==> config.mk <==
export PLATFORM = sky130hd
export DESIGN_NAME = ple_ctrl
export DESIGN_NICKNAME = d
export VERILOG_FILES = /design/src/ple_pkg.sv /design/src/ple_ctrl.sv
export SDC_FILE = /design/constraint.sdc
export NUM_CORES = 1
export LEC_CHECK = 0
export BUFFER_PORTS_ARGS = -buffer_cell sky130_fd_sc_hd__buf_4
export CAP_MARGIN = 20
export CORE_AREA = 8 8 45 47
export DETAILED_ROUTE_END_ITERATION = 10
export DIE_AREA = 0 0 53 55
export GPL_TIMING_DRIVEN = 1
export PLACE_DENSITY = 0.51
export RECOVER_POWER = 25
export SYNTH_ARGS = -nofsm -noshare
export SYNTH_HDL_FRONTEND = slang
export SYNTH_SLANG_ARGS = --single-unit
==> constraint.sdc <==
create_clock -name clock -period 1.9 [get_ports clock]
set_input_delay 0.19 -clock clock [delete_from_list [all_inputs] [get_ports clock]]
set_output_delay 0.19 -clock clock [all_outputs]
set_load 0.02 [all_outputs]
==> src/ple_pkg.sv <==
// shared types and constants of the positional list engine
package ple_pkg;

   localparam int OP_W   = 3;
   localparam int POS_W  = 6;
   localparam int VAL_W  = 32;
   localparam int ELEM_W = 32;
   localparam int STAT_W = 2;
   localparam int LEN_W  = 7;

   typedef enum logic [OP_W-1:0] {
      OP_APPEND      = 3'd0,
      OP_INSERT      = 3'd1,
      OP_REMOVE_LAST = 3'd2,
      OP_REMOVE_AT   = 3'd3,
      OP_READ        = 3'd4
   } op_type;

   typedef enum logic [STAT_W-1:0] {
      ST_OK    = 2'd0,
      ST_EMPTY = 2'd1,
      ST_FULL  = 2'd2,
      ST_RANGE = 2'd3
   } status_type;

   // controller to datapath
   typedef struct packed {
      logic load;     // latch request beat and plan the operation
      logic step;     // issue one store read and advance the pointer
      logic put;      // write the new element into its slot
      logic finish;   // commit count and load the response register
   } ple_cmd_type;

   // datapath to controller
   typedef struct packed {
      logic left_zero;  // no reads left to issue
      logic pend;       // a read is in flight
      logic need_put;   // operation writes a new element
      logic rsp_free;   // response register can take a beat
   } ple_stat_type;

endpackage

==> src/ple_ctrl.sv <==
// sequencing state machine of the positional list engine
module ple_ctrl import ple_pkg::*; (
   input  logic         clock,
   input  logic         reset,
   input  logic         req_valid,
   output logic         req_ready,
   input  ple_stat_type stat,
   output ple_cmd_type  cmd
);

   typedef enum logic [3:0] {
      S_IDLE = 4'b0001,
      S_RUN  = 4'b0010,
      S_PUT  = 4'b0100,
      S_DONE = 4'b1000
   } state_type;

   state_type state_ff, state_in;

   always_comb begin
      state_in  = state_ff;
      cmd       = '0;
      req_ready = 1'b0;
      unique case (state_ff)
         S_IDLE: begin
            req_ready = 1'b1;
            if (req_valid) begin
               cmd.load = 1'b1;
               state_in = S_RUN;
            end
         end
         S_RUN: begin
            if (!stat.left_zero) begin
               cmd.step = 1'b1;
            end else if (!stat.pend) begin
               state_in = stat.need_put ? S_PUT : S_DONE;
            end
         end
         S_PUT: begin
            cmd.put  = 1'b1;
            state_in = S_DONE;
         end
         S_DONE: begin
            if (stat.rsp_free) begin
               cmd.finish = 1'b1;
               state_in   = S_IDLE;
            end
         end
         default: begin
            state_in = S_IDLE;
         end
      endcase
   end

   always_ff @(posedge clock) begin
      if (reset) begin
         state_ff <= S_IDLE;
      end else begin
         state_ff <= state_in;
      end
   end

endmodule

Word level (Yosys, flattened, before mapping). Index checks and enable logic that the tools add are counted. Widths: inputs -> output; s select.

Output and inout bits: 5. Input bits: 7. Word-level logic and storage cells: 24. Bits in registers: 4.

Muxes and demuxes: 14. Reduce and logical (&&, ||, !) cells: 1. Eq/ne operators: 8.

Operator list (count): $mux 4 (5); $pmux 4 s4 (1); $mux 1 (8); $ne 2x2->1 const B (4); $eq 4x1->1 const B (1); $eq 4x2->1 const B (1); $eq 4x3->1 const B (1); $eq 4x4->1 const B (1); $reduce_and 4->1 (1).

Logic depth before layout (Yosys ltp).
Depth in word-level cells: 4. Mapped depth: 5. Depth with buffers taken out: 4.

Worst setup path before layout. No wires, ideal clock.

Path type: register to output. From: reg state_ff[0]. To: out cmd[3] (netlist name). Arrival time: 1.732 ns. Buffers on the path: 1. Data required time: 1.710 ns. Path slack: -0.022 ns. Stages on the path, launching flop included: 5. Path through: dfxtp_1 clkbuf_2 nor4b_1 nand2_1 inv_1.

RTL lines: start, declared (line ple_ctrl.sv:18) `state_type state_ff, state_in;`; start signal, assigned (line ple_ctrl.sv:59) `state_ff <= state_in;`; end, declared (line ple_ctrl.sv:8) `output ple_cmd_type cmd`.

==> run metrics <==
outcome=finished clean; # diodes=0; CTS Sinks=4; clk_skew=between 0.002 and 0.003 ns; Final ANT Viol Nets=0; Final WS setup=between 0.2 and 0.3 ns; TritonCTS clock tree=built; Mapped Cells=36; Placeable Area=approximately 1400 um2; Post-route DRC=0; max_slew headroom=0.743; Largest Register=state_ff; RSZ-0062 raised after global routing=false; largest cells by area after synthesis=dfxtp_1 (27%), nor3b_1 (7.6%), a2111oi_2 (5.0%); initial antenna violation count=0; largest net degree at the start of global routing=12; Placed Cells incl. Taps=around 60; dpl hpwl=650 um; Post-synth ARST share=0; Post-synth top cells=dfxtp_1 (4), inv_1 (3), nor2_1 (3), nor3b_1 (3); CP delay by family, top=simple AND/OR/NAND/NOR gates; startpoint types=flip-flop; # Max-Cap Violations=0; layout cells sized above 1=0.333; Placer Congestion=0.711; top-area cell type share of the netlist area=0.269; post-synth top area cell=dfxtp_1; Design Area, Final=409 um2; crit-path max FO=8; max reg flops=4; Initial DRT Pass Iterations=4; CP arrival=between 1 and 1.5 ns; crit-path cells=nor4b_2 -> nand2_1 -> inv_1 -> buf_4; Post-synth EDFFs=0; count of cell types in the netlist=25; number of global-route vias before repair=303; Die X=around 53 um; worst ir drop on vdd=approximately 0.26 mV; DIE HEIGHT=around 55 um; Avg Inst Size Synth=between 8 and 9 um2; yosys warns=0; Clk Tree Root Cell=clkbuf_4; row cnt=14; first-pass GRT wire length=between 1 and 1.5 mm; count leader, synth=dfxtp_1; Via density=about 4.9; Power per Cell Area=~1100 nW/um2; Buf/Inv on CP=2; Final #Nets=57; Initial Util=0.215; most used flip-flop cell after synthesis=dfxtp_1; die area=between 2000 and 3000 um2; Num CTS Buffers=3; WHS=approximately 0.19 ns; final setup violation count=0; Crit Path Class=reg2out; Slew @ Worst Pin=about 0.38 ns; IO buf count=11; hold buffer count at CTS=0; CP endpoint kind=primary output; drt total wl=between 800 and 900 um; Ports=12; Placement Setup Slack=roughly 0.36 ns; Final period util=0.867; Cell Area, Synth=approximately 300 um2; worst skew pair latency=approximately 0.24 ns; GRT overflow=0; DRT iter0 DRCs=8; H-tree depth=1; Synth-to-Final Area Change=37.4%; Tot Pwr=between 400 and 500 uW; Static Leak=0.166 nW; Post-CTS Repair Setup Buffers=0; Final Util=0.296; Fin Setup TNS=0 ns; worst path required time=1.71 ns; syn_nets=43; gr usage total=0.0673; final slew viol count=0; CP max stage delay=~0.5 ns; clk slew on worst S/H paths=~0.04 ns; Largest regs=state_ff x4; post-cts resize count=0; Seq/Total Area, Yosys=0.269; Filler Cells Inserted=163; WL per Instance=around 13 um; slowest CP cell=dfxtp_1; f_max=~600 MHz; Tmin final=1.65 ns; placed cell area=390 um2; Final Non-Filler Cells=64; Seq cells post-synth=4; Max clock buf depth=2; via count=roughly 310; Min-Delay Path Class=in2reg; Final Hold Fails=0
[layer usage]
metal,vias to the layer above,global-route usage,routed length (um),part of all wire
li1,158,-,-,-
met1,142,0.0671,357,0.43
met2,11,0.0938,394,0.47
met3,3,0.0187,63,0.075
met4,0,0.103,24,0.029
met5,-,0,0,0
[cell usage in the layout, fill, tap and decap left out]
cell type / count
or3b_1: 1
o21ai_1: 1
o31ai_1: 1
a2111oi_2: 1
nand2_1: 1
and2_0: 1
clkbuf_4: 3
nand3_1: 2
nand2b_1: 1
o211ai_1: 1
nor2_1: 3
nor4b_2: 1
clkbuf_1: 1
buf_4: 10
a221o_1: 1
xor2_1: 1
o21ai_0: 2
nor3_1: 1
inv_1: 3
nor3b_1: 3
dfxtp_1: 4
and4bb_2: 1
and3b_1: 1
o22ai_1: 1
and4b_1: 1
or3_1: 1
[area by class of cell]
class	instances	area (um2)	area share
well taps	16	20.0	0.0489
flip-flops and latches	4	80.1	0.196
repair buffers	11	78.8	0.193
inverters	3	11.3	0.0275
clock buffers	3	22.5	0.0550
multi-input cells	27	196	0.480
[final timing paths]
| path | from | end | slack [ns] | depth (start not counted) |
|---|---|---|---|---|
| max | state_ff[0]$_SDFFE_PP1P_ | cmd[3] | 0.25 | 4 |
| min | reset | state_ff[3]$_SDFFE_PP0P_ | 0.19 | 2 |
| max reg2reg | state_ff[1]$_SDFFE_PP0P_ | state_ff[3]$_SDFFE_PP0P_ | 0.34 | 4 |
| min reg2reg | state_ff[3]$_SDFFE_PP0P_ | state_ff[3]$_SDFFE_PP0P_ | 0.68 | 2 |
[logic make-up (layout without fill, tap and decap cells)]
kind of cell | count (synthesis) | count (layout) | synth area share
buffers and inverters | 5 | 17 | 0.0924
and+or+nand+nor | 18 | 18 | 0.403
AOI/OAI and AO/OA | 8 | 8 | 0.206
DFF | 4 | 4 | 0.269
xor gates and xnor gates | 1 | 1 | 0.0294
[report_power, final]
group          leakage [nW]  internal (mW)  switching (mW)
clock network        0.0138         0.0711          0.0413
logic                 0.119          0.100          0.0989
registers            0.0328          0.102          0.0435
(Power assumes the default switching activity.)
