==> config.mk <==
export PLATFORM = sky130hd
export DESIGN_NAME = ple_datapath
export DESIGN_NICKNAME = d
export VERILOG_FILES = /design/src/ple_pkg.sv /design/src/ple_datapath.sv
export SDC_FILE = /design/constraint.sdc
export NUM_CORES = 2
export LEC_CHECK = 0
export BUFFER_PORTS_ARGS = -buffer_cell sky130_fd_sc_hd__buf_2
export CAP_MARGIN = 5
export CORE_ASPECT_RATIO = 0.7
export CORE_MARGIN = 3
export CORE_UTILIZATION = 45
export CTS_BUF_LIST = sky130_fd_sc_hd__clkbuf_8
export CTS_CLUSTER_DIAMETER = 50
export DETAILED_ROUTE_END_ITERATION = 16
export PLACE_DENSITY = 0.62
export SKIP_CTS_REPAIR_TIMING = 1
export SYNTH_ARGS = -nofsm -noshare
export SYNTH_HDL_FRONTEND = slang
export SYNTH_SLANG_ARGS = --single-unit
==> constraint.sdc <==
create_clock -name clock -period 4.9 [get_ports clock]
set_input_delay 0.98 -clock clock [delete_from_list [all_inputs] [get_ports clock]]
set_output_delay 0.98 -clock clock [all_outputs]
set_load 0.005 [all_outputs]
==> src/ple_pkg.sv <==
// shared types and constants of the positional list engine
package ple_pkg;

   localparam int OP_W   = 3;
   localparam int POS_W  = 6;
   localparam int VAL_W  = 32;
   localparam int ELEM_W = 32;
   localparam int STAT_W = 2;
   localparam int LEN_W  = 7;

   typedef enum logic [OP_W-1:0] {
      OP_APPEND      = 3'd0,
      OP_INSERT      = 3'd1,
      OP_REMOVE_LAST = 3'd2,
      OP_REMOVE_AT   = 3'd3,
      OP_READ        = 3'd4
   } op_type;

   typedef enum logic [STAT_W-1:0] {
      ST_OK    = 2'd0,
      ST_EMPTY = 2'd1,
      ST_FULL  = 2'd2,
      ST_RANGE = 2'd3
   } status_type;

   // controller to datapath
   typedef struct packed {
      logic load;     // latch request beat and plan the operation
      logic step;     // issue one store read and advance the pointer
      logic put;      // write the new element into its slot
      logic finish;   // commit count and load the response register
   } ple_cmd_type;

   // datapath to controller
   typedef struct packed {
      logic left_zero;  // no reads left to issue
      logic pend;       // a read is in flight
      logic need_put;   // operation writes a new element
      logic rsp_free;   // response register can take a beat
   } ple_stat_type;

endpackage

==> src/ple_datapath.sv <==
// element store, count, move pipeline and response register
module ple_datapath import ple_pkg::*; #(
   parameter int DEPTH       = 64,
   parameter int VALUE_WIDTH = 32
) (
   input  logic              clock,
   input  logic              reset,
   input  ple_cmd_type       cmd,
   output ple_stat_type      stat,
   input  logic [OP_W-1:0]   req_operation,
   input  logic [POS_W-1:0]  req_position,
   input  logic [VAL_W-1:0]  req_value,
   output logic              rsp_valid,
   input  logic              rsp_ready,
   output logic [ELEM_W-1:0] rsp_element,
   output logic [STAT_W-1:0] rsp_status,
   output logic [LEN_W-1:0]  rsp_length
);

   localparam int AW = $clog2(DEPTH);
   localparam int CW = $clog2(DEPTH + 1);
   localparam int SW = (VALUE_WIDTH < VAL_W) ? VALUE_WIDTH : VAL_W;
   localparam int LW = (CW > POS_W) ? CW : POS_W;
   localparam int OW = (CW > LEN_W) ? CW : LEN_W;

   logic [SW-1:0] mem [DEPTH];
   logic [SW-1:0] rdata_ff;

   logic [CW-1:0] count_ff, cnt_next_ff;
   logic [AW-1:0] at_ff, ptr_ff, pend_addr_ff;
   logic [CW-1:0] left_ff;
   logic [SW-1:0] val_ff;
   logic          dir_up_ff, capture_ff, first_ff, put_ff;
   logic          pend_ff, pend_first_ff;
   status_type    status_ff;
   logic [ELEM_W-1:0] elem_ff;

   logic              rsp_valid_ff;
   logic [ELEM_W-1:0] rsp_element_ff;
   logic [STAT_W-1:0] rsp_status_ff;
   logic [LEN_W-1:0]  rsp_length_ff;

   // operation plan from the request beat and the current count
   logic [LW-1:0] pos_ext, cnt_ext;
   logic [AW-1:0] cnt_lo, pos_lo;
   logic          pos_in_range, full, empty;
   logic [AW-1:0] at_in, ptr_in;
   logic [CW-1:0] left_in, cnt_next_in;
   logic          dir_up_in, capture_in, put_in;
   status_type    status_in;

   always_comb begin
      pos_ext      = LW'(req_position);
      cnt_ext      = LW'(count_ff);
      cnt_lo       = count_ff[AW-1:0];
      pos_lo       = pos_ext[AW-1:0];
      pos_in_range = pos_ext < cnt_ext;
      full         = count_ff == CW'(DEPTH);
      empty        = count_ff == '0;
      at_in        = cnt_lo;
      ptr_in       = cnt_lo;
      left_in      = '0;
      cnt_next_in  = count_ff;
      dir_up_in    = 1'b1;
      capture_in   = 1'b0;
      put_in       = 1'b0;
      status_in    = ST_OK;
      unique case (req_operation)
         OP_APPEND, OP_INSERT: begin
            if (full) begin
               status_in = ST_FULL;
            end else begin
               at_in       = (req_operation == OP_INSERT && pos_in_range) ?
                             pos_lo : cnt_lo;
               left_in     = count_ff - CW'(at_in);
               ptr_in      = cnt_lo - 1'b1;
               dir_up_in   = 1'b0;
               put_in      = 1'b1;
               cnt_next_in = count_ff + 1'b1;
            end
         end
         OP_REMOVE_LAST, OP_REMOVE_AT: begin
            if (empty) begin
               status_in = ST_EMPTY;
            end else begin
               at_in       = (req_operation == OP_REMOVE_AT && pos_in_range) ?
                             pos_lo : cnt_lo - 1'b1;
               left_in     = count_ff - CW'(at_in);
               ptr_in      = at_in;
               capture_in  = 1'b1;
               cnt_next_in = count_ff - 1'b1;
            end
         end
         OP_READ: begin
            if (empty) begin
               status_in = ST_EMPTY;
            end else if (!pos_in_range) begin
               status_in = ST_RANGE;
            end else begin
               left_in    = CW'(1);
               ptr_in     = pos_lo;
               capture_in = 1'b1;
            end
         end
         default: begin
         end
      endcase
   end

   // store write: new element, else the element moved by the pipeline
   logic          pipe_we, mem_we;
   logic [AW-1:0] mem_waddr;
   logic [SW-1:0] mem_wdata;

   always_comb begin
      pipe_we = pend_ff && !(pend_first_ff && capture_ff);
      if (cmd.put) begin
         mem_we    = 1'b1;
         mem_waddr = at_ff;
         mem_wdata = val_ff;
      end else begin
         mem_we    = pipe_we;
         mem_waddr = dir_up_ff ? pend_addr_ff - 1'b1 : pend_addr_ff + 1'b1;
         mem_wdata = rdata_ff;
      end
   end

   always_ff @(posedge clock) begin
      if (mem_we) begin
         mem[mem_waddr] <= mem_wdata;
      end
      rdata_ff <= mem[ptr_ff];
   end

   // plan and move pointers
   always_ff @(posedge clock) begin
      if (cmd.load) begin
         at_ff       <= at_in;
         ptr_ff      <= ptr_in;
         left_ff     <= left_in;
         cnt_next_ff <= cnt_next_in;
         dir_up_ff   <= dir_up_in;
         capture_ff  <= capture_in;
         put_ff      <= put_in;
         status_ff   <= status_in;
         first_ff    <= 1'b1;
         val_ff      <= SW'(req_value);
      end else if (cmd.step) begin
         ptr_ff   <= dir_up_ff ? ptr_ff + 1'b1 : ptr_ff - 1'b1;
         left_ff  <= left_ff - 1'b1;
         first_ff <= 1'b0;
      end
      pend_addr_ff  <= ptr_ff;
      pend_first_ff <= first_ff;
   end

   // element of a remove or read comes from the first read
   always_ff @(posedge clock) begin
      if (cmd.load) begin
         elem_ff <= '0;
      end else if (pend_ff && pend_first_ff && capture_ff) begin
         elem_ff <= ELEM_W'(rdata_ff);
      end
   end

   logic [OW-1:0] len_wide;
   assign len_wide = OW'(cnt_next_ff);

   always_ff @(posedge clock) begin
      if (reset) begin
         count_ff     <= '0;
         pend_ff      <= 1'b0;
         rsp_valid_ff <= 1'b0;
      end else begin
         pend_ff <= cmd.step;
         if (cmd.finish) begin
            count_ff     <= cnt_next_ff;
            rsp_valid_ff <= 1'b1;
         end else if (rsp_ready) begin
            rsp_valid_ff <= 1'b0;
         end
      end
   end

   always_ff @(posedge clock) begin
      if (cmd.finish) begin
         rsp_element_ff <= elem_ff;
         rsp_status_ff  <= status_ff;
         rsp_length_ff  <= len_wide[LEN_W-1:0];
      end
   end

   assign stat.left_zero = left_ff == '0;
   assign stat.pend      = pend_ff;
   assign stat.need_put  = put_ff;
   assign stat.rsp_free  = !rsp_valid_ff || rsp_ready;

   assign rsp_valid   = rsp_valid_ff;
   assign rsp_element = rsp_element_ff;
   assign rsp_status  = rsp_status_ff;
   assign rsp_length  = rsp_length_ff;

endmodule

# Word level (Yosys, flattened, before mapping)

Memory sizes are Yosys's and may differ from the RTL's. A register that Yosys moved wholly into a read port is not among the register bits.
Cells that the tools add are included.

Register bits after elaboration: 153
Latch bits: 0
Memory bits (writable): 2048
Memory bits (read-only): 0
Input bits: 48
Output and inout bits: 46
Word-level logic and storage cells: 93
Memories kept: 1

Add/sub/neg operators: 10
$mul: 0
Divide/modulo/power cells: 0
Order comparisons: 1
Equal/unequal tests: 5
Shifts and indexed selects: 0
Mux-type cells: 41
Bitwise gates (word level): 0
Reduce and logical (&&, ||, !) cells: 16

Memory list:

| name | depth | bits a word | rd ports | clocked after memory_dff | wr ports | RTL line           | text |
|---|---|---|---|---|---|---|---|
| mem  | 64    | 32          | 1        | 1                        | 1        | ple_datapath.sv:26 | `logic [SW-1:0] mem [DEPTH];` |

Operator list:

| operator                                                              | count |
|---|---|
| 6-bit two-way mux                                                     | 12 |
| 7-bit two-way mux                                                     | 6 |
| 32-bit two-way mux                                                    | 1 |
| 7-bit case mux with 3 select lines                                    | 1 |
| 6-bit case mux with 3 select lines                                    | 1 |
| 6-bit by 1-bit subtractor with 6-bit output, second input constant    | 3 |
| 7-bit zero test                                                       | 2 |
| 7-bit case mux with 2 select lines                                    | 1 |
| 7-bit by 1-bit subtractor with 7-bit output, second input constant    | 2 |
| 7-bit by 6-bit subtractor with 7-bit output                           | 2 |
| 1-bit two-way mux                                                     | 13 |
| 6-bit by 1-bit adder with 6-bit output, second input constant         | 2 |
| 6-bit case mux with 2 select lines                                    | 1 |
| 7-bit by 1-bit adder with 7-bit output, second input constant         | 1 |
| 7-bit equality test, second input constant                            | 1 |
| 6-bit by 7-bit less-than comparator with 1-bit output                 | 1 |
| 3-bit by 2-bit equality test with 1-bit output, second input constant | 2 |
| 1-bit logical AND                                                     | 6 |
| 2-bit two-way mux                                                     | 3 |
| 2-bit case mux with 3 select lines                                    | 1 |
| 2-bit nonzero test                                                    | 2 |
| 2-bit OR reduction                                                    | 2 |
| 3-bit by 1-bit equality test with 1-bit output, second input constant | 1 |
| 3-bit equality test, second input constant                            | 1 |
| 4 further kinds                                                       | 5 |

# Logic depth before layout (Yosys ltp)

Depth after elaboration: 7
Depth in mapped cells: 19
Gate-level depth less buffers: 17

# Least setup slack after synthesis

No wires, ideal clock.

Path kind: input to register
From: input cmd[1] (netlist bit)
To: memory mem[10][0] (netlist bit), enable pin
Setup time: 421 ps
Arrival time: 3501 ps
Required time: 4479 ps
Setup slack: 978 ps
Stages: 5
Buffers on the path: 2
Path through: clkbuf_1 clkbuf_1 mux2i_1 nand2_1 nor2_1

Cells in the longest elaborated chain, start to end: 3
Elaborated cells on any way between the ends: 4
Classes of those cells: 4 x mux

Ends and longest elaborated chain:

| element                                 | RTL line            | text |
|---|---|---|
| start, declared                         | ple_datapath.sv:8   | `input ple_cmd_type cmd,` |
| 1-bit two-way mux                       | ple_datapath.sv:117 | `if (cmd.put) begin` |
| 1-bit two-way mux                       | ple_datapath.sv:129 | `if (mem_we) begin` |
| 1-bit two-way mux (implied by the code) | ple_datapath.sv:130 | `mem[mem_waddr] <= mem_wdata;` |
| end, declared                           | ple_datapath.sv:26  |  |

Several ways; a longest one is shown, not always the timed one.

# Worst setup path in the final report

From: register dir_up_ff
To: memory mem[36][16] (netlist bit), enable pin

Cells in the longest elaborated chain, start to end: 2

Ends and longest elaborated chain:

| element                | RTL line            | text |
|---|---|---|
| start, declared        | ple_datapath.sv:33  | `logic dir_up_ff, capture_ff, first_ff, put_ff;` |
| start signal, assigned | ple_datapath.sv:142 | `dir_up_ff <= dir_up_in;` |
| 6-bit two-way mux      | ple_datapath.sv:123 | `mem_waddr = dir_up_ff ? pend_addr_ff - 1'b1 : pend_addr_ff + 1'b1;` |
| 6-bit two-way mux      | ple_datapath.sv:117 |  |

Every way passes these cells.

==> summary.txt <==
Finish
  – Share of cells above drive strength 1: 0.289
  – Nets: 4,474
  – Synthesis-to-finish area growth: 12.8%

GRT
  – Global-route wire length before repair: 321,000 um
  – Antenna violations before repair: 21
  – GRT Total Usage: 0.232
  – Total gr overflow: 0
  – Pin count of the biggest net entering global routing: 90
  – Vias in the first global route: 42.0k

Synth
  – Yosys reg bits: 2,233
  – Post-synth top area cell: edfxtp_1
  – Mapped Area: 0.0856 mm^2
  – Share of the synthesized area in the top cell type: 0.755
  – Post-synth EDFFs: 2,152
  – Distinct cells, synth: 64
  – Yosys warns: 0
  – Syn avg cell area: 21.5 um^2
  – Asr flop ratio synth: 0
  – Syn_nets: 4,060
  – Post-Synth XOR/XNOR Area: 0.00266
  – Synth Area in Simple Gates: 0.0186
  – Ys flop type: edfxtp_1
  – Largest family of logic cells by synthesized area: multiplexers
  – Post-Synth Adder-Cell Area: 0.00517
  – Top cells by area, synth: edfxtp_1 75%, mux4_2 13%, dfxtp_1 1.9%
  – Seq/Total Area, Yosys: 0.774
  – Mapped Cells: 3,979
  – Post-synthesis mux area share: 0.154
  – Synth Area in Compound Gates: 0.0342

Timing
  – Rel. slew slack: 0.0155
  – Fmax: 247 MHz
  – Final Slew Violations: 0
  – Final WS setup: 0.853 ns
  – Final period util: 0.826
  – RSZ-0062 raised after global routing: false
  – Setup-failing EPs final: 0
  – Fin crit period: 4.05 ns
  – Final hold violation count: 0
  – Hold slack: 0.203 ns
  – Clock skew: 0.0646 ns
  – Fin Setup TNS: 0 ns
  – Slew @ Worst Pin: 1.48 ns

Setup path
  – WS Path Type: flip-flop to flip-flop
  – Worst path cell trace: ha_1, and2_1, a311o_1, a21oi_1, xnor2_1, mux2_2, nand2_1, nor2_4, buf_4
  – CP max-delay cell: nor2_4
  – Max incr delay on CP: 0.83 ns
  – Type of origin of the critical path: flip-flop
  – Critical Path End Type: flip-flop
  – CP Data Arrival Time: 4.65 ns
  – Worst Path Buf+Inv: 1
  – Family with the most delay on the worst path: simple AND/OR/NAND/NOR gates
  – Worst Path Required: 5.50 ns
  – Critical path peak fanout: 18

Route
  – Drt total wl: 228,000 um
  – Routed Antenna Nets: 0
  – Vias per inst: 6.06
  – DR iter-0 viols: 6,202
  – Via count: 43.2k
  – First-pass DRT Iterations: 6
  – DRC Markers: 0
  – Drt wl/cell: 32.0 um

Clock network
  – H-tree lvl count: 5
  – Max Buffers Root-to-Sink: 4
  – CTS sink count: 2,233
  – Total CTS buffers: 324
  – Clk Latency, worst-skew pair: 0.95 ns
  – Clock Root Buffer: clkbuf_8
  – Clk slew on worst S/H paths: 0.07 ns
  – CTS tree: yes

Floorplanning
  – Die extent in x: 527 um
  – Cell Rows: 133
  – Die Area: 0.196 mm^2
  – Initial core utilization: 0.454
  – Die height: 371 um
  – Top-Level Pins: 94
  – Core footprint: 0.189 mm^2

Power and ir drop
  – Leakage: 30.8 nW
  – VDD IR-drop max: 0.302 mV
  – Total power: 47.0 mW
  – Power Dens Cells: 487 mW/mm^2

Run status
  – Status: finished, final reports clean

Flow run
  – Maxcap violations: 0

Place
  – Pre-CTS setup slack: 0.662 ns
  – Final GP Congestion: 0.870
  – IO buf count: 93
  – Detailed-placement wirelength estimate: 136,000 um

Min path
  – Hold Path Class: input port to flip-flop
-- placed cells by master (no fill, tap or decap), types with 81 or more instances in the layout --
cell      count
nand2_1     129
mux2i_1      98
clkbuf_8    344
mux4_2      512
edfxtp_1   2152
a21oi_1     107
buf_2        92
dfxtp_1      81
buf_4       174
inv_1       129
-- per-stage QoR --
step / cell area, um^2 / cells / utilization
final: 96600 / 7135 / 0.512
after global routing: 96500 / 7130 / 0.512
after CTS: 96500 / 7126 / 0.512
after detailed placement: 90800 / 6562 / 0.481
after global placement: 90800 / 6562 / 0.481
after floorplan: 85600 / 3979 / -
-- cell families (layout without fill, tap and decap cells) --
group,Yosys count,after routing
buffers and inverters,229,881
DFF,2233,2233
AOI/OAI and AO/OA,423,423
and+or+nand+nor,362,362
xor gates and xnor gates,26,26
adders and majority gates,33,33
other,0,7
muxes,673,673
-- worst register-to-register path: stages, from the launching register on --
cell and delay [ns]:
edfxtp_1 0.57, ha_1 0.42, and2_1 0.18, a311o_1 0.32, a21oi_1 0.18, xnor2_1 0.15
mux2_2 0.23, nand2_1 0.45, nor2_4 0.84, buf_4 0.35
-- synthesized netlist by cell type, types with 2 or more instances --
| cell type | instances |
|---|---|
| o22a_1 | 2 |
| or2_2 | 4 |
| o22ai_1 | 43 |
| edfxtp_1 | 2152 |
| mux2i_1 | 98 |
| a31oi_1 | 4 |
| dfxtp_1 | 81 |
| xnor2_1 | 19 |
| mux2_2 | 63 |
| nor3_1 | 22 |
| xor2_1 | 7 |
| a221o_1 | 9 |
| a221oi_1 | 62 |
| clkbuf_1 | 112 |
| a211o_1 | 3 |
| inv_1 | 19 |
| buf_4 | 7 |
| buf_2 | 69 |
| a21o_1 | 5 |
| fa_1 | 4 |
| a21oi_1 | 107 |
| o21a_1 | 2 |
| mux4_2 | 512 |
| nand2_1 | 129 |
| o221ai_1 | 37 |
| nor2_1 | 136 |
| and3_1 | 8 |
| o21ai_0 | 70 |
| nor2b_1 | 18 |
| nand2b_1 | 11 |
| a22o_1 | 28 |
| nand3_1 | 12 |
| buf_1 | 20 |
| o21bai_1 | 6 |
| a22oi_1 | 4 |
| a2bb2oi_1 | 3 |
| o211a_1 | 7 |
| a211oi_1 | 18 |
| nor3b_1 | 3 |
| and2_1 | 7 |
| or3_1 | 5 |
| ha_1 | 29 |
-- final cells by class --
cell class              count  area, um^2
flip-flops and latches   2233       66200
multi-input cells        1517       19000
fillers                 14815       92000
inverters                  20        75.1
clock buffers             344        4730
well taps                2497        3120
clock inverters           220        1020
repair buffers            297        2390
diodes                      7        17.5
-- sequential cells by signal, indices dropped and copies added, names as in the netlist, 2 cells and up --
name          flops
elem_ff          32
pend_addr_ff      6
cnt_ext           7
rsp_status        2
rdata_ff         32
cnt_next_ff       7
rsp_length        7
val_ff           32
ptr_ff            6
rsp_element      32
at_ff             6
mem            2048
status_ff         2
left_ff           7
-- worst paths after layout --
| path | startpoint | endpoint | slack (ns) | cells after the start |
|---|---|---|---|---|
| setup reg to reg | dir_up_ff | mem[36][16] | 0.85 | 9 |
| hold / removal | req_value[11] | val_ff[11] | 0.20 | 1 |
| hold reg to reg | first_ff | pend_first_ff | 0.36 | 0 |
| setup / recovery | dir_up_ff | mem[36][16] | 0.85 | 9 |
-- power by group --
group          switching [mW]  total, mW  leakage, nW  internal [mW]
Clock                    6.98       13.6         3.34           6.64
Sequential              0.406       23.7         20.2           23.3
Combinational            6.75       9.69         7.27           2.95
Total                    14.1       47.0         30.8           32.9
-- per-layer routing --
layer  part of all wire  global-route usage  up-vias
li1                   -                   -    17591
met1               0.43               0.355    23036
met2               0.42               0.318     2280
met3               0.13              0.0826      305
met4              0.020              0.0520        4
met5           0.000092                   0        -
No activity file was read; power rests on OpenSTA's default activity.
